==> src/rtl/sbcdec_pkg.sv <==
`default_nettype none

package sbcdec_pkg;

  localparam logic [7:0] OP_TEST_UNIT_READY = 8'h00;
  localparam logic [7:0] OP_REZERO          = 8'h01;
  localparam logic [7:0] OP_FORMAT_UNIT     = 8'h04;
  localparam logic [7:0] OP_READ6           = 8'h08;
  localparam logic [7:0] OP_WRITE6          = 8'h0A;
  localparam logic [7:0] OP_SEEK6           = 8'h0B;
  localparam logic [7:0] OP_START_STOP      = 8'h1B;
  localparam logic [7:0] OP_PREVENT_ALLOW   = 8'h1E;
  localparam logic [7:0] OP_READ_CAPACITY   = 8'h25;
  localparam logic [7:0] OP_READ10          = 8'h28;
  localparam logic [7:0] OP_WRITE10         = 8'h2A;
  localparam logic [7:0] OP_SEEK10          = 8'h2B;
  localparam logic [7:0] OP_VERIFY10        = 8'h2F;
  localparam logic [7:0] OP_PREFETCH        = 8'h34;
  localparam logic [7:0] OP_SYNC_CACHE      = 8'h35;
  localparam logic [7:0] OP_LOCK_UNLOCK     = 8'h36;

  localparam logic [1:0] KEY_NONE            = 2'd0;
  localparam logic [1:0] KEY_NOT_READY       = 2'd1;
  localparam logic [1:0] KEY_ILLEGAL_REQUEST = 2'd2;

  localparam logic [2:0] ASC_NONE            = 3'd0;
  localparam logic [2:0] ASC_INVALID_FIELD   = 3'd1;
  localparam logic [2:0] ASC_NO_MEDIUM       = 3'd2;
  localparam logic [2:0] ASC_WRITE_PROTECTED = 3'd3;
  localparam logic [2:0] ASC_LBA_RANGE       = 3'd4;
  localparam logic [2:0] ASC_START_NEEDED    = 3'd5;
  localparam logic [2:0] ASC_NOT_REPORTABLE  = 3'd6;

  localparam logic [1:0] PHASE_UNCHANGED = 2'd0;
  localparam logic [1:0] PHASE_STATUS    = 2'd1;
  localparam logic [1:0] PHASE_DATA_IN   = 2'd2;
  localparam logic [1:0] PHASE_DATA_OUT  = 2'd3;

  localparam logic [1:0] REG_CAPACITY_BLOCKS  = 2'd0;
  localparam logic [1:0] REG_BLOCK_SIZE_BYTES = 2'd1;
  localparam logic [1:0] REG_WRITE_PROTECT    = 2'd2;
  localparam logic [1:0] REG_MEDIUM_PRESENT   = 2'd3;

  localparam logic [13:0] CAPACITY_DATA_LEN  = 14'd8;
  localparam logic [13:0] FORMAT_HEADER_LEN  = 14'd4;
  localparam logic [15:0] COUNT6_ZERO_BLOCKS = 16'd256;
  localparam logic [13:0] BLOCK_SIZE_RESET   = 14'd512;

  typedef struct packed {
    logic [7:0] opcode;
    logic [7:0] byte1;
    logic [7:0] byte2;
    logic [7:0] byte3;
    logic [7:0] byte4;
    logic [7:0] byte5;
    logic [7:0] byte6;
    logic [7:0] byte7;
    logic [7:0] byte8;
    logic       card_init_ok;
  } cdb_t;

  typedef struct packed {
    logic [31:0] capacity_blocks;
    logic [13:0] block_size_bytes;
    logic        write_protect;
    logic        medium_present;
  } cfg_t;

  typedef struct packed {
    logic        handled;
    logic        status_fail;
    logic [1:0]  sense_key;
    logic [2:0]  sense_asc;
    logic [1:0]  next_phase;
    logic        xfer_write;
    logic [31:0] xfer_lba;
    logic [15:0] xfer_blocks;
    logic        multi_block;
    logic [13:0] data_len;
    logic [63:0] capacity_reply;
    logic        format_header_pending;
  } result_t;

  typedef struct packed {
    logic unit_started;
    logic card_initialised;
  } unit_state_t;

  function automatic result_t set_fail(result_t r, logic [1:0] key, logic [2:0] asc);
    result_t o;
    o = r;
    o.status_fail = 1'b1;
    o.sense_key = key;
    o.sense_asc = asc;
    o.next_phase = PHASE_STATUS;
    return o;
  endfunction

endpackage

`default_nettype wire

==> src/rtl/sbcdec_core.sv <==
`default_nettype none

module sbcdec_core (
  input  wire sbcdec_pkg::cdb_t        cdb,
  input  wire sbcdec_pkg::cfg_t        cfg,
  input  wire sbcdec_pkg::unit_state_t state,
  output sbcdec_pkg::unit_state_t      state_next,
  output sbcdec_pkg::result_t          res
);

  logic [31:0] lba6;
  logic [31:0] lba10;
  logic [15:0] cnt6;
  logic [15:0] cnt10;
  logic        is_rw6;
  logic [31:0] rw_lba;
  logic [15:0] rw_cnt;
  logic [32:0] rw_end;
  logic        rw_range_bad;
  logic        end_at_cap;
  logic [31:0] seek_lba;
  logic        not_started;
  logic        not_present;
  logic        not_init;
  logic        ready;

  assign lba6  = {11'd0, cdb.byte1[4:0], cdb.byte2, cdb.byte3};
  assign lba10 = {cdb.byte2, cdb.byte3, cdb.byte4, cdb.byte5};
  assign cnt6  = (cdb.byte4 == 8'd0) ? sbcdec_pkg::COUNT6_ZERO_BLOCKS : {8'd0, cdb.byte4};
  assign cnt10 = {cdb.byte7, cdb.byte8};

  assign is_rw6 = (cdb.opcode == sbcdec_pkg::OP_READ6) || (cdb.opcode == sbcdec_pkg::OP_WRITE6);
  assign rw_lba = is_rw6 ? lba6 : lba10;
  assign rw_cnt = is_rw6 ? cnt6 : cnt10;
  assign rw_end = {1'b0, rw_lba} + {17'd0, rw_cnt};
  assign rw_range_bad = rw_end > {1'b0, cfg.capacity_blocks};
  assign end_at_cap   = rw_end == {1'b0, cfg.capacity_blocks};

  assign seek_lba = (cdb.opcode == sbcdec_pkg::OP_SEEK6) ? lba6 : lba10;

  assign not_started = !state.unit_started;
  assign not_present = !cfg.medium_present;
  assign not_init    = !state.card_initialised;
  assign ready       = !not_started && !not_present && !not_init;

  always_comb begin
    res = '0;
    res.handled = 1'b1;
    state_next = state;
    if (cdb.opcode == sbcdec_pkg::OP_START_STOP) begin
      if (cdb.byte4[0]) begin
        state_next.unit_started = 1'b1;
        if (!state.card_initialised) begin
          state_next.card_initialised = cdb.card_init_ok;
        end
      end else begin
        state_next.unit_started = 1'b0;
      end
    end else if (!ready) begin
      if (not_started) begin
        res = sbcdec_pkg::set_fail(res, sbcdec_pkg::KEY_NOT_READY,
                                   sbcdec_pkg::ASC_START_NEEDED);
      end else if (not_present) begin
        res = sbcdec_pkg::set_fail(res, sbcdec_pkg::KEY_NOT_READY,
                                   sbcdec_pkg::ASC_NO_MEDIUM);
      end else begin
        res = sbcdec_pkg::set_fail(res, sbcdec_pkg::KEY_NOT_READY,
                                   sbcdec_pkg::ASC_NOT_REPORTABLE);
      end
    end else begin
      case (cdb.opcode)
        sbcdec_pkg::OP_TEST_UNIT_READY: begin
        end
        sbcdec_pkg::OP_FORMAT_UNIT: begin
          if (cdb.byte1[4]) begin
            res.data_len = sbcdec_pkg::FORMAT_HEADER_LEN;
            res.next_phase = sbcdec_pkg::PHASE_DATA_OUT;
            res.format_header_pending = 1'b1;
          end
        end
        sbcdec_pkg::OP_READ6, sbcdec_pkg::OP_READ10: begin
          if (rw_range_bad) begin
            res = sbcdec_pkg::set_fail(res, sbcdec_pkg::KEY_ILLEGAL_REQUEST,
                                       sbcdec_pkg::ASC_LBA_RANGE);
          end else begin
            res.next_phase = sbcdec_pkg::PHASE_DATA_IN;
            res.xfer_lba = rw_lba;
            res.xfer_blocks = rw_cnt;
            res.multi_block = !((rw_cnt == 16'd1) || end_at_cap);
          end
        end
        sbcdec_pkg::OP_WRITE6, sbcdec_pkg::OP_WRITE10: begin
          if (cfg.write_protect) begin
            res = sbcdec_pkg::set_fail(res, sbcdec_pkg::KEY_ILLEGAL_REQUEST,
                                       sbcdec_pkg::ASC_WRITE_PROTECTED);
          end else if (rw_range_bad) begin
            res = sbcdec_pkg::set_fail(res, sbcdec_pkg::KEY_ILLEGAL_REQUEST,
                                       sbcdec_pkg::ASC_LBA_RANGE);
          end else begin
            res.next_phase = sbcdec_pkg::PHASE_DATA_OUT;
            res.xfer_write = 1'b1;
            res.xfer_lba = rw_lba;
            res.xfer_blocks = rw_cnt;
            res.multi_block = 1'b1;
            res.data_len = cfg.block_size_bytes;
          end
        end
        sbcdec_pkg::OP_READ_CAPACITY: begin
          if (!cdb.byte8[0] && (lba10 != 32'd0)) begin
            res = sbcdec_pkg::set_fail(res, sbcdec_pkg::KEY_ILLEGAL_REQUEST,
                                       sbcdec_pkg::ASC_INVALID_FIELD);
          end else if (cfg.capacity_blocks != 32'd0) begin
            res.capacity_reply = {cfg.capacity_blocks - 32'd1, 18'd0, cfg.block_size_bytes};
            res.data_len = sbcdec_pkg::CAPACITY_DATA_LEN;
            res.next_phase = sbcdec_pkg::PHASE_DATA_IN;
          end else begin
            res = sbcdec_pkg::set_fail(res, sbcdec_pkg::KEY_NOT_READY,
                                       sbcdec_pkg::ASC_NO_MEDIUM);
          end
        end
        sbcdec_pkg::OP_SEEK6, sbcdec_pkg::OP_SEEK10: begin
          if (seek_lba >= cfg.capacity_blocks) begin
            res = sbcdec_pkg::set_fail(res, sbcdec_pkg::KEY_ILLEGAL_REQUEST,
                                       sbcdec_pkg::ASC_LBA_RANGE);
          end
        end
        sbcdec_pkg::OP_LOCK_UNLOCK, sbcdec_pkg::OP_PREFETCH, sbcdec_pkg::OP_PREVENT_ALLOW,
        sbcdec_pkg::OP_REZERO, sbcdec_pkg::OP_SYNC_CACHE: begin
        end
        sbcdec_pkg::OP_VERIFY10: begin
          if (cdb.byte1[1]) begin
            res = sbcdec_pkg::set_fail(res, sbcdec_pkg::KEY_ILLEGAL_REQUEST,
                                       sbcdec_pkg::ASC_INVALID_FIELD);
          end
        end
        default: begin
          res.handled = 1'b0;
        end
      endcase
    end
  end

endmodule

`default_nettype wire

==> src/rtl/sbcdec_cfg_regs.sv <==
`default_nettype none

module sbcdec_cfg_regs (
  input  wire logic             clk,
  input  wire logic             rst,
  input  wire logic             wr_en,
  input  wire logic [1:0]       wr_index,
  input  wire logic [31:0]      wr_data,
  output sbcdec_pkg::cfg_t      cfg
);

  always_ff @(posedge clk) begin
    if (rst) begin
      cfg.capacity_blocks  <= 32'd0;
      cfg.block_size_bytes <= sbcdec_pkg::BLOCK_SIZE_RESET;
      cfg.write_protect    <= 1'b0;
      cfg.medium_present   <= 1'b1;
    end else if (wr_en) begin
      case (wr_index)
        sbcdec_pkg::REG_CAPACITY_BLOCKS:  cfg.capacity_blocks  <= wr_data;
        sbcdec_pkg::REG_BLOCK_SIZE_BYTES: cfg.block_size_bytes <= wr_data[13:0];
        sbcdec_pkg::REG_WRITE_PROTECT:    cfg.write_protect    <= wr_data[0];
        sbcdec_pkg::REG_MEDIUM_PRESENT:   cfg.medium_present   <= wr_data[0];
        default: begin
        end
      endcase
    end
  end

endmodule

`default_nettype wire

==> src/rtl/scsi_block_command_decoder.sv <==
`default_nettype none

// Direct-access SCSI command decoder. Each input transaction carries one command
// descriptor (bytes 0 to 8) and gives exactly one result transaction: status, sense,
// next phase and transfer setup. A descriptor is captured in an input register,
// decoded combinationally against the started and card-initialised flags and the
// configuration, and the result is held in an output register; one command per
// cycle is sustained while out_stall is low. START STOP UNIT updates the flags at the
// decode edge, so the following command already sees them. Configuration writes are
// always ready and must only be issued while no command is in flight.
module scsi_block_command_decoder (
  input  wire logic        clk,
  input  wire logic        rst,
  input  wire logic        cfg_valid,
  output logic             cfg_ready,
  input  wire logic [1:0]  cfg_index,
  input  wire logic [31:0] cfg_data,
  input  wire logic        in_valid,
  output logic             in_stall,
  input  wire logic [7:0]  cdb_opcode,
  input  wire logic [7:0]  cdb_byte1,
  input  wire logic [7:0]  cdb_byte2,
  input  wire logic [7:0]  cdb_byte3,
  input  wire logic [7:0]  cdb_byte4,
  input  wire logic [7:0]  cdb_byte5,
  input  wire logic [7:0]  cdb_byte6,
  input  wire logic [7:0]  cdb_byte7,
  input  wire logic [7:0]  cdb_byte8,
  input  wire logic        card_init_ok,
  output logic             out_valid,
  input  wire logic        out_stall,
  output logic             handled,
  output logic             status_fail,
  output logic [1:0]       sense_key,
  output logic [2:0]       sense_asc,
  output logic [1:0]       next_phase,
  output logic             xfer_write,
  output logic [31:0]      xfer_lba,
  output logic [15:0]      xfer_blocks,
  output logic             multi_block,
  output logic [13:0]      data_len,
  output logic [63:0]      capacity_reply,
  output logic             format_header_pending
);

  sbcdec_pkg::cfg_t        cfg;
  sbcdec_pkg::cdb_t        cdb;
  logic                    cdb_valid;
  sbcdec_pkg::unit_state_t state;
  sbcdec_pkg::unit_state_t state_next;
  sbcdec_pkg::result_t     res_next;
  sbcdec_pkg::result_t     res;
  logic                    advance;

  assign cfg_ready = 1'b1;

  sbcdec_cfg_regs u_cfg (
    .clk      (clk),
    .rst      (rst),
    .wr_en    (cfg_valid && cfg_ready),
    .wr_index (cfg_index),
    .wr_data  (cfg_data),
    .cfg      (cfg)
  );

  // decode stage moves when the result register is free or being taken
  assign advance  = !out_valid || !out_stall;
  assign in_stall = cdb_valid && !advance;

  always_ff @(posedge clk) begin
    if (rst) begin
      cdb_valid <= 1'b0;
    end else if (!in_stall) begin
      cdb_valid <= in_valid;
    end
  end

  always_ff @(posedge clk) begin
    if (in_valid && !in_stall) begin
      cdb <= '{opcode: cdb_opcode, byte1: cdb_byte1, byte2: cdb_byte2,
               byte3: cdb_byte3, byte4: cdb_byte4, byte5: cdb_byte5,
               byte6: cdb_byte6, byte7: cdb_byte7, byte8: cdb_byte8,
               card_init_ok: card_init_ok};
    end
  end

  sbcdec_core u_core (
    .cdb        (cdb),
    .cfg        (cfg),
    .state      (state),
    .state_next (state_next),
    .res        (res_next)
  );

  always_ff @(posedge clk) begin
    if (rst) begin
      state.unit_started     <= 1'b1;
      state.card_initialised <= 1'b0;
    end else if (cdb_valid && advance) begin
      state <= state_next;
    end
  end

  always_ff @(posedge clk) begin
    if (rst) begin
      out_valid <= 1'b0;
    end else if (advance) begin
      out_valid <= cdb_valid;
    end
  end

  always_ff @(posedge clk) begin
    if (cdb_valid && advance) begin
      res <= res_next;
    end
  end

  assign handled               = res.handled;
  assign status_fail           = res.status_fail;
  assign sense_key             = res.sense_key;
  assign sense_asc             = res.sense_asc;
  assign next_phase            = res.next_phase;
  assign xfer_write            = res.xfer_write;
  assign xfer_lba              = res.xfer_lba;
  assign xfer_blocks           = res.xfer_blocks;
  assign multi_block           = res.multi_block;
  assign data_len              = res.data_len;
  assign capacity_reply        = res.capacity_reply;
  assign format_header_pending = res.format_header_pending;

endmodule

`default_nettype wire
==> config.mk <==
export PLATFORM = sky130hd
export DESIGN_NAME = scsi_block_command_decoder
export DESIGN_NICKNAME = d
export VERILOG_FILES = /design/src/rtl/sbcdec_pkg.sv /design/src/rtl/sbcdec_core.sv /design/src/rtl/sbcdec_cfg_regs.sv /design/src/rtl/scsi_block_command_decoder.sv
export SDC_FILE = /design/constraint.sdc
export NUM_CORES = 1
export LEC_CHECK = 0
export BUFFER_PORTS_ARGS = -buffer_cell sky130_fd_sc_hd__buf_4
export CORE_MARGIN = 5
export CORE_UTILIZATION = 61
export DETAILED_ROUTE_END_ITERATION = 10
export GPL_TIMING_DRIVEN = 0
export PLACE_DENSITY = 0.87
export SKIP_CTS_REPAIR_TIMING = 1
export SLEW_MARGIN = 20
export SYNTH_ARGS = -nofsm -noshare
export SYNTH_HDL_FRONTEND = slang
export SYNTH_SLANG_ARGS = --single-unit
==> constraint.sdc <==
create_clock -name clk -period 31.9 [get_ports clk]
set_clock_uncertainty 0.15 [all_clocks]
set_input_delay 6.38 -clock clk [delete_from_list [all_inputs] [get_ports clk]]
set_output_delay 6.38 -clock clk [all_outputs]
set_load 0.01 [all_outputs]
# After elaboration in Yosys (flattened, before gate mapping)
# Index checks and enable logic that the tools add are counted.
dict set report op_classes {
  addsub 2
  magnitude_cmp 2
  eq_ne 20
  muxes 30
  reduce_logical 30
}
# cell n
set op_table {}
lappend op_table {{two-way mux 137 bit} 4}
lappend op_table {{two-way mux 138 bit} 2}
lappend op_table {{case mux 64 bit (4 select lines)} 1}
lappend op_table {{case mux 50 bit (5 select lines)} 1}
lappend op_table {{two-way mux 134 bit} 1}
lappend op_table {{case mux 14 bit (5 select lines)} 1}
lappend op_table {{two-way mux 68 bit} 1}
lappend op_table {{two-way mux 66 bit} 1}
lappend op_table {{== test 8 x 6 -> 1 bit (second input constant)} 8}
lappend op_table {{two-way mux 32 bit} 2}
lappend op_table {{nonzero test 32 bit} 2}
lappend op_table {{two-way mux 49 bit} 1}
lappend op_table {{adder 32 x 16 -> 33 bit} 1}
lappend op_table {{== test 33 x 32 -> 1 bit} 1}
lappend op_table {{greater-than comparator 33 x 32 -> 1 bit} 1}
lappend op_table {{>= comparator 32 bit} 1}
lappend op_table {{subtractor 32 x 1 -> 32 bit (second input constant)} 1}
lappend op_table {{case mux 6 bit (5 select lines)} 1}
lappend op_table {{== test 8 x 4 -> 1 bit (second input constant)} 3}
lappend op_table {{== test 16 x 1 -> 1 bit (second input constant)} 1}
lappend op_table {{== test 8 x 5 -> 1 bit (second input constant)} 2}
lappend op_table {{logical NOT 8 bit} 2}
lappend op_table {{two-way mux 16 bit} 1}
lappend op_table {{two-way mux 6 bit} 2}
lappend op_table {{other kinds (19)} 42}
dict set report word_totals {
  reg_bits 252
}

# Longest topological paths before layout
dict set report logic_depth {
  ltp_word 10
  ltp_mapped 30
  depth_no_buf 24
}

# Hierarchy
# A second synthesis with hierarchy kept.
dict set report hier_totals {
  hier_cells 1327
  area_unflattened_um2 14301.2
}
# module instances cells_each area_per_inst_um2
set modules_own_cells {}
lappend modules_own_cells {scsi_block_command_decoder 1 231 6516.2}
lappend modules_own_cells {sbcdec_core 1 901 5693.0}
lappend modules_own_cells {sbcdec_cfg_regs 1 195 2092.0}

# Worst setup path after synthesis
# No wires, ideal clock.
dict set report synth_timing {
  path_kind {input-to-reg}
  from {input out_stall}
  to {register state[1] (netlist name)}
  setup_ps 124
  arrival_time_ps 16044
  setup_slack_ps 15582
  cell_stages 4
  path_cell_list {a21boi_0 > nand2_1 > mux2i_1 > nand2b_1}
}
dict set report synth_via {
  elab_chain_len 4
}
# item line
set synth_lines {}
lappend synth_lines {{start, declared} scsi_block_command_decoder.sv:31} ;# input wire logic out_stall,
lappend synth_lines {{logical NOT 1 bit} scsi_block_command_decoder.sv:67} ;# assign advance = !out_valid || !out_stall;
lappend synth_lines {{logical OR 1 bit} scsi_block_command_decoder.sv:67}
lappend synth_lines {{logical AND 1 bit} scsi_block_command_decoder.sv:99} ;# end else if (cdb_valid && advance) begin
lappend synth_lines {{AND reduction 2 bit (no line)} n/a}
# No other way between the ends.
# A chain may end at the register's enable or synchronous reset.

# Worst setup path in the final report
dict set report layout_timing {
  from {input out_stall}
  to {output in_stall}
}
dict set report layout_via {
  elab_chain_len 4
}
# item line
set layout_lines {}
lappend layout_lines {{logical NOT 1 bit} scsi_block_command_decoder.sv:67}
lappend layout_lines {{logical OR 1 bit} scsi_block_command_decoder.sv:67}
lappend layout_lines {{logical NOT 1 bit} scsi_block_command_decoder.sv:68} ;# assign in_stall = cdb_valid && !advance;
lappend layout_lines {{logical AND 1 bit} scsi_block_command_decoder.sv:68}
lappend layout_lines {{end, declared} scsi_block_command_decoder.sv:19} ;# output logic in_stall,
# No other way between the ends.

==> metrics.md <==
| Metric | Value |
|---|---|
| Core ar. | `21000 um^2` |
| Final Hold Violating Endpoints | `0` |
| Fin crit period | `13.43 ns` |
| Hold depth | `2` |
| Worst-Margin Slew | `1.12 ns` |
| DIE WIDTH | `156 um` |
| Max Cap Viol | `0` |
| Drt drc | `0` |
| Starting Density | `61.9%` |
| Clk slew on worst S/H paths | `0.06 ns` |
| Sink Count | `234` |
| Synth top area share | `42.0%` |
| Unrepaired setup endpoints after global routing | `no` |
| Largest cells by area after synthesis | `edfxtp_1 42%, dfxtp_1 8.0%, ha_1 7.6%, nand2_1 6.1%, xnor2_1 3.6%` |
| Sequential element share of the synthesized area | `50.0%` |
| Initial antenna violation count | `0` |
| Pin count of the biggest net entering global routing | `32` |
| EDFF count, synth | `182` |
| Synthesis-stage register bit count | `234` |
| H-tree depth | `1` |
| DR iter-0 viols | `1403` |
| Layout Nets | `1758` |
| Final TNS setup | `0 ns` |
| Synth Flop Type | `edfxtp_1` |
| Diode count | `0` |
| Pwr Density | `48.3 nW/um^2` |
| Grt ovf | `0` |
| Leak pwr | `0.00634 uW` |
| Final worst path period share | `42.1%` |
| Area grow syn2layout | `23.9%` |
| TritonRoute pass-1 iters | `10` |
| Avg Inst Size Synth | `10.1 um^2` |
| Critical path required time | `25.37 ns` |
| Later-pin clock latency in the skew report | `0.54 ns` |
| Cell mode on critical path | `buf_4` |
| Layout cells sized above 1 | `22.8%` |
| Crit-path slowest cell | `and3_1` |
| Critical path fanouts, max | `3` |
| Final Power | `779 uW` |
| Gr usage total | `33.6%` |
| Yosys top cell by area | `edfxtp_1` |
| PortBufs | `221` |
| Top Ports | `253` |
| Final Max Tran Viols | `0` |
| Vias post-DR | `11500` |
| Post-synth ARST share | `0%` |
| CTS tree | `yes` |
| Detail Route Antenna Nets | `0` |
| M1 GR Usage | `44.3%` |
| CTS Buffer Depth | `3` |
| CP Launch Type | `primary input` |
| Worst path cell trace | `buf_4 -> and3_1 -> buf_4` |
| Post-Syn Area | `13000 um^2` |
| Cells after Synth | `1294` |
| Status | `completed` |
| First-pass GRT wire length | `63400 um` |
| YS warnings | `0` |
| Max_slew headroom | `24.6%` |
| GR peak layer | `met2` |
| GR Util met3 | `5.85%` |
| CP max stage delay | `0.23 ns` |
| GP Congestion | `0.974` |
| IR drop worst, VDD | `0.0000443 V` |
| Crit path capture type | `output port` |
| CTS buffer count | `24` |
| Non-filler cells, final | `1858` |
| Crit path DAT | `6.90 ns` |
| Vias in the first global route | `11200` |
| Die H | `156 um` |
| Final Setup Violations | `0` |
| Place WS | `18.47 ns` |
| Worst Reg-to-Reg Cells | `30` |
| Mean routed wirelength per cell | `22.6 um` |
| Commonest non-fill, non-tap cells in the layout | `241 x buf_4, 212 x nand2_1, 182 x edfxtp_1, 116 x nor2_1, 90 x a21oi_1` |
| Via/cell ratio | `6.19` |
| Placement row count | `53` |
| Fmax | `74.5 MHz` |
| Distinct cells, synth | `76` |
| Die area | `24400 um^2` |
| Grt met2 use | `56.7%` |
| Root Driver | `clkbuf_16` |
| Most common cell after layout, fill and taps aside | `buf_4` |
| Dpl hpwl | `31100 um` |
| Placed insts | `1815` |
| Worst setup margin | `18.47 ns` |
| Setup CP Type | `in2out` |
| Worst hold path class | `reg2reg` |
| Total wire length | `42000 um` |
[cell type report]
type                            instances  area, um^2
Clock buffer                           35         702
Buffer                                 80         405
Inverter                               46         173
Multi-Input combinational cell        951        6020
Timing Repair Buffer                  229        1850
Sequential cell                       234        6510
Fill cell                            1368        4890
Clock inverter                          8         131
Tap cell                              275         344
[registers in the layout, summed over array words and instances, names as in the netlist]
name	count
state	2
next_phase	2
xfer_write	1
xfer_lba	32
sense_asc	3
out_valid	1
xfer_blocks	16
handled	1
status_fail	1
data_len	14
cdb	62
capacity_reply	46
multi_block	1
sense_key	2
u_cfg.cfg	48
format_header_pending	1
cdb_valid	1
[worst max-delay path, delay by kind of cell]
family        cells  cell delay, ns
buf+inv           2            0.29
simple gates      1            0.23
[report_power, final]
part | internal, uW | total [uW] | switching, uW
Clock | 177 | 295 | 118
Combinational | 56.1 | 131 | 74.8
Sequential | 342 | 352 | 10.5
[final timing paths]
| path | startpoint | slack, ns | end |
|---|---|---|---|
| worst min register to register | u_cfg.cfg[34] | 0.31 | u_cfg.cfg[34] |
| worst min-delay path | u_cfg.cfg[34] | 0.31 | u_cfg.cfg[34] |
| worst max register to register | cdb[69] | 22.65 | data_len[7] |
| worst max-delay path | out_stall | 18.47 | in_stall |
[logic make-up after synthesis]
group	count (synthesis)	synth area share, %
XOR/XNOR	60	4.04
buffers and inverters	126	4.44
AND/OR/NAND/NOR	542	20.0
adder cells (fa/ha/maj)	80	7.75
other	2	0.0577
multiplexers	34	2.81
flip-flops	234	50.0
AO/OA/AOI/OAI	216	10.9
[stage by stage]
stage	util [%]	cell area (um^2)	hold WS, ns
floorplan	-	13100	0.286
CTS	76.7	16100	0.305
global route	76.7	16100	0.318
finish	76.7	16100	0.306
global placement	71.8	15100	0.294
detailed placement	72.8	15300	0.297
[per-layer routing]
| layer | wire [um] | share of wire, % |
|---|---|---|
| met5 | 0 | 0 |
| met4 | 1750 | 4.2 |
| met3 | 4030 | 9.6 |
| met2 | 20200 | 48 |
| met1 | 16100 | 38 |
[synth_stat cells, types with 24 or more instances]
| cell type | n |
|---|---|
| xnor2_1 | 54 |
| nor3_1 | 29 |
| a21oi_1 | 90 |
| inv_1 | 46 |
| nor2_1 | 116 |
| nand3_1 | 24 |
| clkbuf_1 | 48 |
| edfxtp_1 | 182 |
| nand2_1 | 212 |
| dfxtp_1 | 52 |
| ha_1 | 79 |
| and2_1 | 25 |
| and3_1 | 30 |
| o21ai_0 | 26 |
(Power assumes the default switching activity.)
